===== src/hdl/rnp_pkg.sv =====
// Shared types and constants for the ASCII radix number parser.
package rnp_pkg;

   // Parse phase within one token
   typedef enum logic [1:0] {
      PH_START  = 2'd0,
      PH_BASE   = 2'd1,
      PH_DIGITS = 2'd2,
      PH_SKIP   = 2'd3
   } phase_type;

   // Radix selected by the base letter
   typedef enum logic [1:0] {
      RK_DEC = 2'd0,
      RK_BIN = 2'd1,
      RK_OCT = 2'd2,
      RK_HEX = 2'd3
   } radix_type;

   // Result status codes
   localparam logic [1:0] STATUS_OK        = 2'd0;
   localparam logic [1:0] STATUS_BAD_BASE  = 2'd1;
   localparam logic [1:0] STATUS_BAD_DIGIT = 2'd2;

   localparam int CHAR_W   = 8;
   localparam int DIGIT_W  = 4;
   localparam int STATUS_W = 2;
   localparam int RESULT_W = 64;
   localparam int RSP_DATA_W = ((RESULT_W + STATUS_W + 7) / 8) * 8;

   // Character codes
   localparam logic [CHAR_W-1:0] CHAR_MINUS  = 8'h2D;
   localparam logic [CHAR_W-1:0] CHAR_ZERO   = 8'h30;
   localparam logic [CHAR_W-1:0] CHAR_NINE   = 8'h39;
   localparam logic [CHAR_W-1:0] CHAR_UC_A   = 8'h41;
   localparam logic [CHAR_W-1:0] CHAR_UC_F   = 8'h46;
   localparam logic [CHAR_W-1:0] CHAR_LC_A   = 8'h61;
   localparam logic [CHAR_W-1:0] CHAR_LC_F   = 8'h66;
   localparam logic [CHAR_W-1:0] CHAR_LC_D   = 8'h64;
   localparam logic [CHAR_W-1:0] CHAR_LC_B   = 8'h62;
   localparam logic [CHAR_W-1:0] CHAR_LC_O   = 8'h6F;
   localparam logic [CHAR_W-1:0] CHAR_LC_X   = 8'h78;

   // Letter digits a..f map to low nibble plus nine
   localparam logic [DIGIT_W-1:0] LETTER_OFFSET = 4'd9;
   localparam logic [DIGIT_W-1:0] DEC_LIMIT     = 4'd10;
   localparam logic [DIGIT_W-1:0] OCT_LIMIT     = 4'd8;
   localparam logic [DIGIT_W-1:0] BIN_LIMIT     = 4'd2;

   // Classification of one character
   typedef struct packed {
      logic                is_minus;
      logic                base_ok;
      radix_type           base_kind;
      logic                digit_ok;
      logic [DIGIT_W-1:0]  digit;
   } decode_type;

endpackage


===== src/hdl/rnp_char_decode.sv =====
// Character classifier: sign, base letter and digit value for the current radix.
module rnp_char_decode
   import rnp_pkg::*;
(
   input  logic [CHAR_W-1:0] char_code,
   input  radix_type         radix,
   output decode_type        dec
);

   logic               is_num;
   logic               is_letter;
   logic [DIGIT_W-1:0] raw_digit;

   // Find raw digit value over 0-9, a-f, A-F
   always_comb begin
      is_num    = (char_code >= CHAR_ZERO) && (char_code <= CHAR_NINE);
      is_letter = ((char_code >= CHAR_LC_A) && (char_code <= CHAR_LC_F)) ||
                  ((char_code >= CHAR_UC_A) && (char_code <= CHAR_UC_F));
      if (is_letter) begin
         raw_digit = char_code[DIGIT_W-1:0] + LETTER_OFFSET;
      end else begin
         raw_digit = char_code[DIGIT_W-1:0];
      end
   end

   // Check digit range for radix and decode base letter
   always_comb begin
      dec           = '0;
      dec.is_minus  = (char_code == CHAR_MINUS);
      dec.digit     = raw_digit;
      case (radix)
         RK_DEC:  dec.digit_ok = is_num && (raw_digit < DEC_LIMIT);
         RK_BIN:  dec.digit_ok = is_num && (raw_digit < BIN_LIMIT);
         RK_OCT:  dec.digit_ok = is_num && (raw_digit < OCT_LIMIT);
         default: dec.digit_ok = is_num || is_letter;
      endcase
      dec.base_ok   = 1'b1;
      case (char_code)
         CHAR_LC_D: dec.base_kind = RK_DEC;
         CHAR_LC_B: dec.base_kind = RK_BIN;
         CHAR_LC_O: dec.base_kind = RK_OCT;
         CHAR_LC_X: dec.base_kind = RK_HEX;
         default: begin
            dec.base_kind = RK_DEC;
            dec.base_ok   = 1'b0;
         end
      endcase
   end

endmodule


===== src/hdl/rnp_token_core.sv =====
// Token parse state machine and value accumulator.
module rnp_token_core
   import rnp_pkg::*;
#(
   parameter int VALUE_WIDTH = 64
)(
   input  logic                clock,
   input  logic                reset,
   input  logic                step,
   input  logic [CHAR_W-1:0]   char_code,
   input  logic                is_last,
   output logic [RESULT_W-1:0] res_value,
   output logic [STATUS_W-1:0] res_status
);

   phase_type              phase_ff, phase_in;
   radix_type              radix_ff, radix_in;
   logic                   minus_ff, minus_in;
   logic [VALUE_WIDTH-1:0] acc_ff, acc_in;
   logic [STATUS_W-1:0]    err_ff, err_in;

   decode_type             dec;
   logic [VALUE_WIDTH-1:0] digit_ext;
   logic [VALUE_WIDTH-1:0] times_ten;
   logic [VALUE_WIDTH-1:0] acc_step;

   rnp_char_decode u_decode (
      .char_code (char_code),
      .radix     (radix_ff),
      .dec       (dec)
   );

   // Shift or scale in one digit; negative decimals count downward
   always_comb begin
      digit_ext = dec.digit_ok ? VALUE_WIDTH'(dec.digit) : '0;
      times_ten = (acc_ff << 3) + (acc_ff << 1);
      case (radix_ff)
         RK_DEC:  acc_step = minus_ff ? times_ten - digit_ext : times_ten + digit_ext;
         RK_BIN:  acc_step = (acc_ff << 1) | digit_ext;
         RK_OCT:  acc_step = (acc_ff << 3) | digit_ext;
         default: acc_step = (acc_ff << 4) | digit_ext;
      endcase
   end

   // Next phase
   always_comb begin
      phase_in = phase_ff;
      case (phase_ff)
         PH_START: begin
            if (dec.is_minus) begin
               phase_in = PH_BASE;
            end else if (dec.base_ok) begin
               phase_in = PH_DIGITS;
            end else begin
               phase_in = PH_SKIP;
            end
         end
         PH_BASE: begin
            phase_in = dec.base_ok ? PH_DIGITS : PH_SKIP;
         end
         default: phase_in = phase_ff;
      endcase
   end

   // Datapath updates per phase
   always_comb begin
      radix_in = radix_ff;
      minus_in = minus_ff;
      acc_in   = acc_ff;
      err_in   = err_ff;
      case (phase_ff)
         PH_START: begin
            if (dec.is_minus) begin
               minus_in = 1'b1;
               if (is_last) begin
                  err_in = STATUS_BAD_BASE;
               end
            end else if (dec.base_ok) begin
               radix_in = dec.base_kind;
            end else begin
               err_in = STATUS_BAD_BASE;
            end
         end
         PH_BASE: begin
            if (dec.base_ok) begin
               radix_in = dec.base_kind;
            end else begin
               err_in = STATUS_BAD_BASE;
            end
         end
         PH_DIGITS: begin
            acc_in = acc_step;
            if (!dec.digit_ok && (err_ff == STATUS_OK)) begin
               err_in = STATUS_BAD_DIGIT;
            end
         end
         default: begin
            acc_in = acc_ff;
         end
      endcase
   end

   // Result of the token if this character ends it
   always_comb begin
      res_status = err_in;
      res_value  = (err_in == STATUS_BAD_BASE) ? '0 : RESULT_W'(acc_in);
   end

   // Hold state; return to start after the last character
   always_ff @(posedge clock) begin
      if (reset || (step && is_last)) begin
         phase_ff <= PH_START;
         radix_ff <= RK_DEC;
         minus_ff <= 1'b0;
         acc_ff   <= '0;
         err_ff   <= STATUS_OK;
      end else if (step) begin
         phase_ff <= phase_in;
         radix_ff <= radix_in;
         minus_ff <= minus_in;
         acc_ff   <= acc_in;
         err_ff   <= err_in;
      end
   end

endmodule


===== src/hdl/ascii_radix_number_parser.sv =====
// Top level of the ASCII radix number parser: input register, parse core, result register.
//
// Usage: feed one number token as ASCII characters on the req_ stream, one
// character per request, with req_tlast high on its final character. A token
// is an optional '-', a base letter (d, b, o, x) and then digits. For each
// token one result appears on the rsp_ stream: the value in VALUE_WIDTH bits
// (two's complement, zero-extended to 64) and a status (0 ok, 1 unknown base
// letter, 2 invalid digit seen). Characters that are not the last give no result.
// A token's last character is first loaded into the input register; its result
// is then loaded into the result register once that register is free.
// Throughput: one character per cycle unless a last character waits; the digit update
// is one shift or times-ten add/subtract on the accumulator between the two registers.
// When the receiver stalls, the result register holds; the block keeps taking
// non-final characters, and a last character waits in the input register,
// with req_tready low, until the result register frees up.
// Reset clears the parse state, both valid flags and begins a fresh token.
module ascii_radix_number_parser
   import rnp_pkg::*;
#(
   parameter int VALUE_WIDTH = 64
)(
   input  logic                  clock,
   input  logic                  reset,
   input  logic                  req_tvalid,
   output logic                  req_tready,
   input  logic [CHAR_W-1:0]     req_tdata,   // [7:0] char_code
   input  logic                  req_tlast,   // is_last
   output logic                  rsp_tvalid,
   input  logic                  rsp_tready,
   output logic [RSP_DATA_W-1:0] rsp_tdata    // [63:0] value, [65:64] status, zero above
);

   logic                  in_valid_ff;
   logic [CHAR_W-1:0]     in_char_ff;
   logic                  in_last_ff;
   logic                  out_valid_ff;
   logic [RESULT_W-1:0]   out_value_ff;
   logic [STATUS_W-1:0]   out_status_ff;

   logic                  out_free;
   logic                  advance;
   logic [RESULT_W-1:0]   res_value;
   logic [STATUS_W-1:0]   res_status;

   // Advance a request unless it ends a token and the result slot is busy
   assign out_free   = !out_valid_ff || rsp_tready;
   assign advance    = in_valid_ff && (!in_last_ff || out_free);
   assign req_tready = !in_valid_ff || advance;

   // Input register
   always_ff @(posedge clock) begin
      if (reset) begin
         in_valid_ff <= 1'b0;
      end else if (req_tready) begin
         in_valid_ff <= req_tvalid;
      end
   end

   always_ff @(posedge clock) begin
      if (req_tready && req_tvalid) begin
         in_char_ff <= req_tdata;
         in_last_ff <= req_tlast;
      end
   end

   rnp_token_core #(
      .VALUE_WIDTH (VALUE_WIDTH)
   ) u_core (
      .clock      (clock),
      .reset      (reset),
      .step       (advance),
      .char_code  (in_char_ff),
      .is_last    (in_last_ff),
      .res_value  (res_value),
      .res_status (res_status)
   );

   // Result register
   always_ff @(posedge clock) begin
      if (reset) begin
         out_valid_ff <= 1'b0;
      end else if (advance && in_last_ff) begin
         out_valid_ff <= 1'b1;
      end else if (rsp_tready) begin
         out_valid_ff <= 1'b0;
      end
   end

   always_ff @(posedge clock) begin
      if (advance && in_last_ff) begin
         out_value_ff  <= res_value;
         out_status_ff <= res_status;
      end
   end

   assign rsp_tvalid = out_valid_ff;
   assign rsp_tdata  = RSP_DATA_W'({out_status_ff, out_value_ff});

endmodule


===== config.mk =====
export PLATFORM = sky130hd
export DESIGN_NAME = ascii_radix_number_parser
export DESIGN_NICKNAME = d
export VERILOG_FILES = /design/src/hdl/rnp_pkg.sv /design/src/hdl/rnp_char_decode.sv /design/src/hdl/rnp_token_core.sv /design/src/hdl/ascii_radix_number_parser.sv
export SDC_FILE = /design/constraint.sdc
export NUM_CORES = 1
export LEC_CHECK = 0
export ABC_AREA = 1
export BUFFER_PORTS_ARGS = -buffer_cell sky130_fd_sc_hd__buf_4
export CORE_UTILIZATION = 58
export CTS_CLUSTER_DIAMETER = 80
export DETAILED_ROUTE_END_ITERATION = 6
export GPL_TIMING_DRIVEN = 0
export PLACE_DENSITY = 0.81
export SLEW_MARGIN = 20
export SYNTH_ARGS = -nofsm -noshare
export SYNTH_HDL_FRONTEND = slang
export SYNTH_HIERARCHICAL = 1
export SYNTH_SLANG_ARGS = --single-unit

===== constraint.sdc =====
create_clock -name clock -period 4 [get_ports clock]
set_clock_uncertainty 0.1 [all_clocks]
set_input_delay 0.6 -clock clock [delete_from_list [all_inputs] [get_ports clock]]
set_output_delay 0.6 -clock clock [all_outputs]
set_load 0.02 [all_outputs]

==> metrics.yaml, run 1 <==
clock_tree:
  cts_root_buf: "clkbuf_16"
  ctsHoldBuffers: 0
  htreeDepth: 4
  cts-buffers-inserted: 17
  clkSinkCount: 148
  cts_buffer_depth: 2
floorplanning:
  start_util: 0.594
  die_h_um: 182
  fp-row-count: 65
  die_w_um: 182
  io_pins: 87
synth:
  avgSynthCellArea_sq_um: 5.42
  syn_inst: 3487
  synthesis.area_sq_um: 18900
  yosys_warnings: 6
  ys_seq_elements: 148
  synth_edf_count: 75
  synth_cell_types: 53
  ys.flop_type: "edfxtp_1"
  async_flop_share: 0
  yosysSeqAreaShare: 0.197
sta:
  endpoint_type: "register data pin"
  grt-worst-endpoint: "out_value_ff[41]$_DFFE_PP_/D"
global_route:
  grt_max_degree: 67
  antenna_found_initial: 15
run_status:
  first-error: "[ERROR GRT-0183] Net u_core/_2426_: the 3D maze router ran out of legal paths (heap underflow) - the net is boxed in by local congestion or blockages."
  status: "stopped before the end"
  haltStage: "5_1_grt"
placed_design:
  place_area_sq_um: 20100
  dp_hpwl_um: 64700
  post-place-ws_ns: -1.15
  io_buffer_count: 80
  gp_congestion: 1.10
==> cell usage after synthesis (5+ instances only) <==
master	instances	area [sq um]
nand2_1	1268	4760
inv_1	570	2140
nor2_1	337	1260
nand3_1	283	1420
a21oi_1	213	1070
o21ai_0	150	751
ha_1	76	951
edfxtp_1	75	2250
dfxtp_1	73	1460
clkbuf_1	68	255
nand4_1	59	369
nand2_2	49	307
nor2_2	38	238
nand3_2	21	210
nor3_1	20	100
inv_2	18	67.6
o21ai_1	18	90.1
o221ai_1	16	140
nor2_4	10	113
o211ai_1	10	75.1
or2_2	10	62.6
buf_2	9	45.0
nor4_1	9	56.3
o22ai_1	8	50.1
and2_1	6	37.5
buf_4	6	45.0
o2111ai_1	5	43.8
o21bai_1	5	37.5
==> kinds of logic after synthesis <==
logic type      share of synthesized area
simple gates                        0.481
other cells                      0.000198
xor+xnor                          0.00278
fa+ha+maj                          0.0535
flops                               0.197
buf+inv                             0.137
compound gates                      0.129
==> metrics by stage <==
stage | TNS, ns | std cells | utilization
floorplan | 0 | 3492 | -
global placement | -62.14 | 4007 | 0.632
detailed placement | -86.20 | 4007 | 0.632
CTS | -37.96 | 4099 | 0.704
==> repair_timing <==
item,in CTS
gates resized for setup,352
setup endpoints to repair,120
setup buffers,60
pin swaps,124
==> inputs of run 2 (changes only) <==
Settings changed: CORE_UTILIZATION 58 to 40, CTS_CLUSTER_DIAMETER 80 to unset, PLACE_DENSITY 0.81 to unset, PLACE_DENSITY_LB_ADDON set to 0.15.
Clock period 4 ns to 5.2 ns, I/O delays scaled along.
==> run 2 against run 1 <==
- the flow now finishes without violations
- area after synthesis is the same
- synthesized cell count is the same
==> metrics.yaml, run 2 <==
synth:
  synth_top_area_share: 0.252  # unchanged
  yosysSeqAreaShare: 0.197  # unchanged
  yosys.area.top_type: "nand2_1"  # unchanged
  async_flop_share: 0  # unchanged
  avgSynthCellArea_sq_um: 5.42  # unchanged
  yosys-top-cells-area: "nand2_1 (25%), edfxtp_1 (12%), inv_1 (11%), dfxtp_1 (7.7%), nand3_1 (7.5%)"  # unchanged
  ys_seq_elements: 148  # unchanged
  ys.flop_type: "edfxtp_1"  # unchanged
  syn_inst: 3487  # unchanged
  yosys_warnings: 6  # unchanged
  synth_edf_count: 75  # unchanged
  yosys.cell_count.top_type: "nand2_1"  # unchanged
  synth_common_cells: "nand2_1 (1268), inv_1 (570), nor2_1 (337)"  # unchanged
  synth_cell_types: 53  # unchanged
  synthesis.area_sq_um: 18900  # unchanged
floorplanning:
  die_area_sq_um: 48100
  io_pins: 87  # unchanged
  fp-row-count: 79  # was 65
  core_area_sq_um: 46600
  die_h_um: 219  # was 182 um
  start_util: 0.406  # was 0.594
  die_w_um: 219  # was 182 um
placed_design:
  dp_hpwl_um: 69100  # was 64700 um
  io_buffer_count: 80  # unchanged
  gp_congestion: 1.02  # was 1.10
  place_area_sq_um: 20300  # was 20100 sq um
  post-place-ws_ns: -0.165  # was -1.15 ns
sta:
  fmax_mhz: 201
  setup_viol: 0
  setup_ws_ns: 0.236
  period_minus_slack_ns: 4.96
  hold_violations: 0
  drv_slew: 0
  min_period_over_period: 0.955
  worstMarginPinSlew_ns: 1.09
  hold_slack_ns: 0.390
  slew_headroom: 0.265
global_route:
  antenna_found_initial: 1
  grt_max_degree: 35
  track_usage: 0.340
  grt_pass1_wl_um: 122000
  grt_overflow_total: 0
  grt_pass1_vias: 20560
route:
  drc_errors: 0
  drt_iter0_drc: 2496
  ant_nets: 0
  wl_per_cell_um: 19.4
  via_count: 22644
  dr.pass1.iters: 6
  avgViaCountPerCell: 5.37
  drt_wl_total_um: 81900
power:
  switchingPower_mw: 1.68
  p_per_area_nw_per_um2: 195
  clockPowerShare: 0.305
  max-vdd-ir-drop_mv: 0.377
  leakage_nw: 10.7
  internal_power_mw: 2.43
  power_frac_comb: 0.356
  power_frac_seq: 0.339
  power_switching_share: 0.409
clock_tree:
  cts-buffers-inserted: 17  # unchanged
  cts_root_buf: "clkbuf_16"  # unchanged
  insertion_delay_ns: 0.44
  cts_buffer_depth: 2  # unchanged
  cts_tree: "built"
  htreeDepth: 4  # unchanged
  clkSinkCount: 148  # unchanged
  ctsHoldBuffers: 0  # unchanged
  clk_pin_slew_ns: 0.06
flow_run:
  drv_cap: 0
run_status:
  status: "complete, no violations"  # was stopped before the end
cells_and_area:
  regArea_sq_um: 3710
  final_nets: 3691
  syn2layout_area_growth_pct: 11.8
  antenna_cells: 0
  utilization: 0.454
  fill_cells: 5194
  layout_common_cells: "nand2_1 (1261), inv_1 (565), nor2_1 (330)"
  drive_gt1_frac: 0.0911
  final_common_cell: "nand2_1"
  multiInputGateArea_sq_um: 12800
  reg_top3: "out_value_ff x64, u_core/acc_ff x64, in_char_ff x8"
  final_area_sq_um: 21100
critical_path:
  slowest_delay_ns: 0.42
  r2r_slack_ns: 0.24
  criticalPathCategory: "register to register"
  crit_path_start_kind: "register"
  cp-end-kind: "register"
  required_ns: 5.25
  cp_data_arrival_time_ns: 5.02
  cp_slowest_cell: "edfxtp_1"
  path_max_fanout: 6
hold_path:
  hold_path.class: "register to register"
[run 2: cell counts after synthesis]
Identical to the previous run, type by type.
[run 2: cell families after synthesis]
kind of cell	synth area share
adder cells (fa/ha/maj)	0.0535
AO/OA/AOI/OAI	0.129
AND/OR/NAND/NOR	0.481
flip-flops	0.197
XOR/XNOR	0.00278
other	0.000198
buffers and inverters	0.137
[run 2: what timing repair did]
item	4_1_cts	5_1_grt
endpoints found under the setup margin	14	71
pin swaps	0	15
gates resized for setup	4	43
endpoints found under the hold margin	0	0
buffers inserted	0	7
[run 2: layout make-up]
cell class                      instances  share of cell area
Multi-Input combinational cell       2665               0.606
Clock buffer                           21              0.0223
Clock inverter                         11             0.00586
Tap cell                              607              0.0360
Timing Repair Buffer                   88              0.0319
Inverter                              592               0.105
Sequential cell                       148               0.176
Buffer                                 87              0.0171
[run 2: critical path, delay by kind of cell (launching register included)]
family | cells | cell delay, ns
AOI/OAI and AO/OA | 2 | 0.33
adders and majority gates | 2 | 0.35
buffers and inverters | 5 | 0.50
DFF | 1 | 0.42
and+or+nand+nor | 24 | 2.99
[run 2: final timing paths]
kind / startpoint / endpoint / depth (start not counted)
worst min-delay path: u_core/err_ff[0] / u_core/err_ff[0] / 2
worst max-delay path: in_char_ff[1] / out_value_ff[60] / 33
worst min register to register: u_core/err_ff[0] / u_core/err_ff[0] / 2
worst max register to register: in_char_ff[1] / out_value_ff[60] / 33
[run 2: stage by stage]
stage | setup TNS (ns) | instances | total power, mW
3_3_place_gp | -1.14 | 4179 | 2.81
6_report | 0 | 4219 | 4.12
3_5_place_dp | -0.862 | 4180 | 2.80
2_1_floorplan | 0 | 3492 | 2.32
5_1_grt | -0.0362 | 4219 | 4.32
4_1_cts | 0 | 4212 | 4.07
[run 2: power groups by stage]
| stage | clock (mW) | sequential [mW] | combinational (mW) |
|---|---|---|---|
| 2_1_floorplan | 0 | 1.37 | 0.943 |
| 3_3_place_gp | 0 | 1.41 | 1.40 |
| 3_5_place_dp | 0 | 1.41 | 1.40 |
| 4_1_cts | 1.28 | 1.38 | 1.41 |
| 5_1_grt | 1.33 | 1.39 | 1.60 |
| 6_report | 1.26 | 1.40 | 1.47 |
[run 2: per-layer routing]
metal	GRT usage	wire length [um]	up-vias
met1	0.475	37300	10359
met3	0.0478	6880	123
met4	0.118	2860	2
li1	-	-	11265
met2	0.529	34900	895
met5	0	9	-
Note: power is estimated with default switching activity, not from simulation.
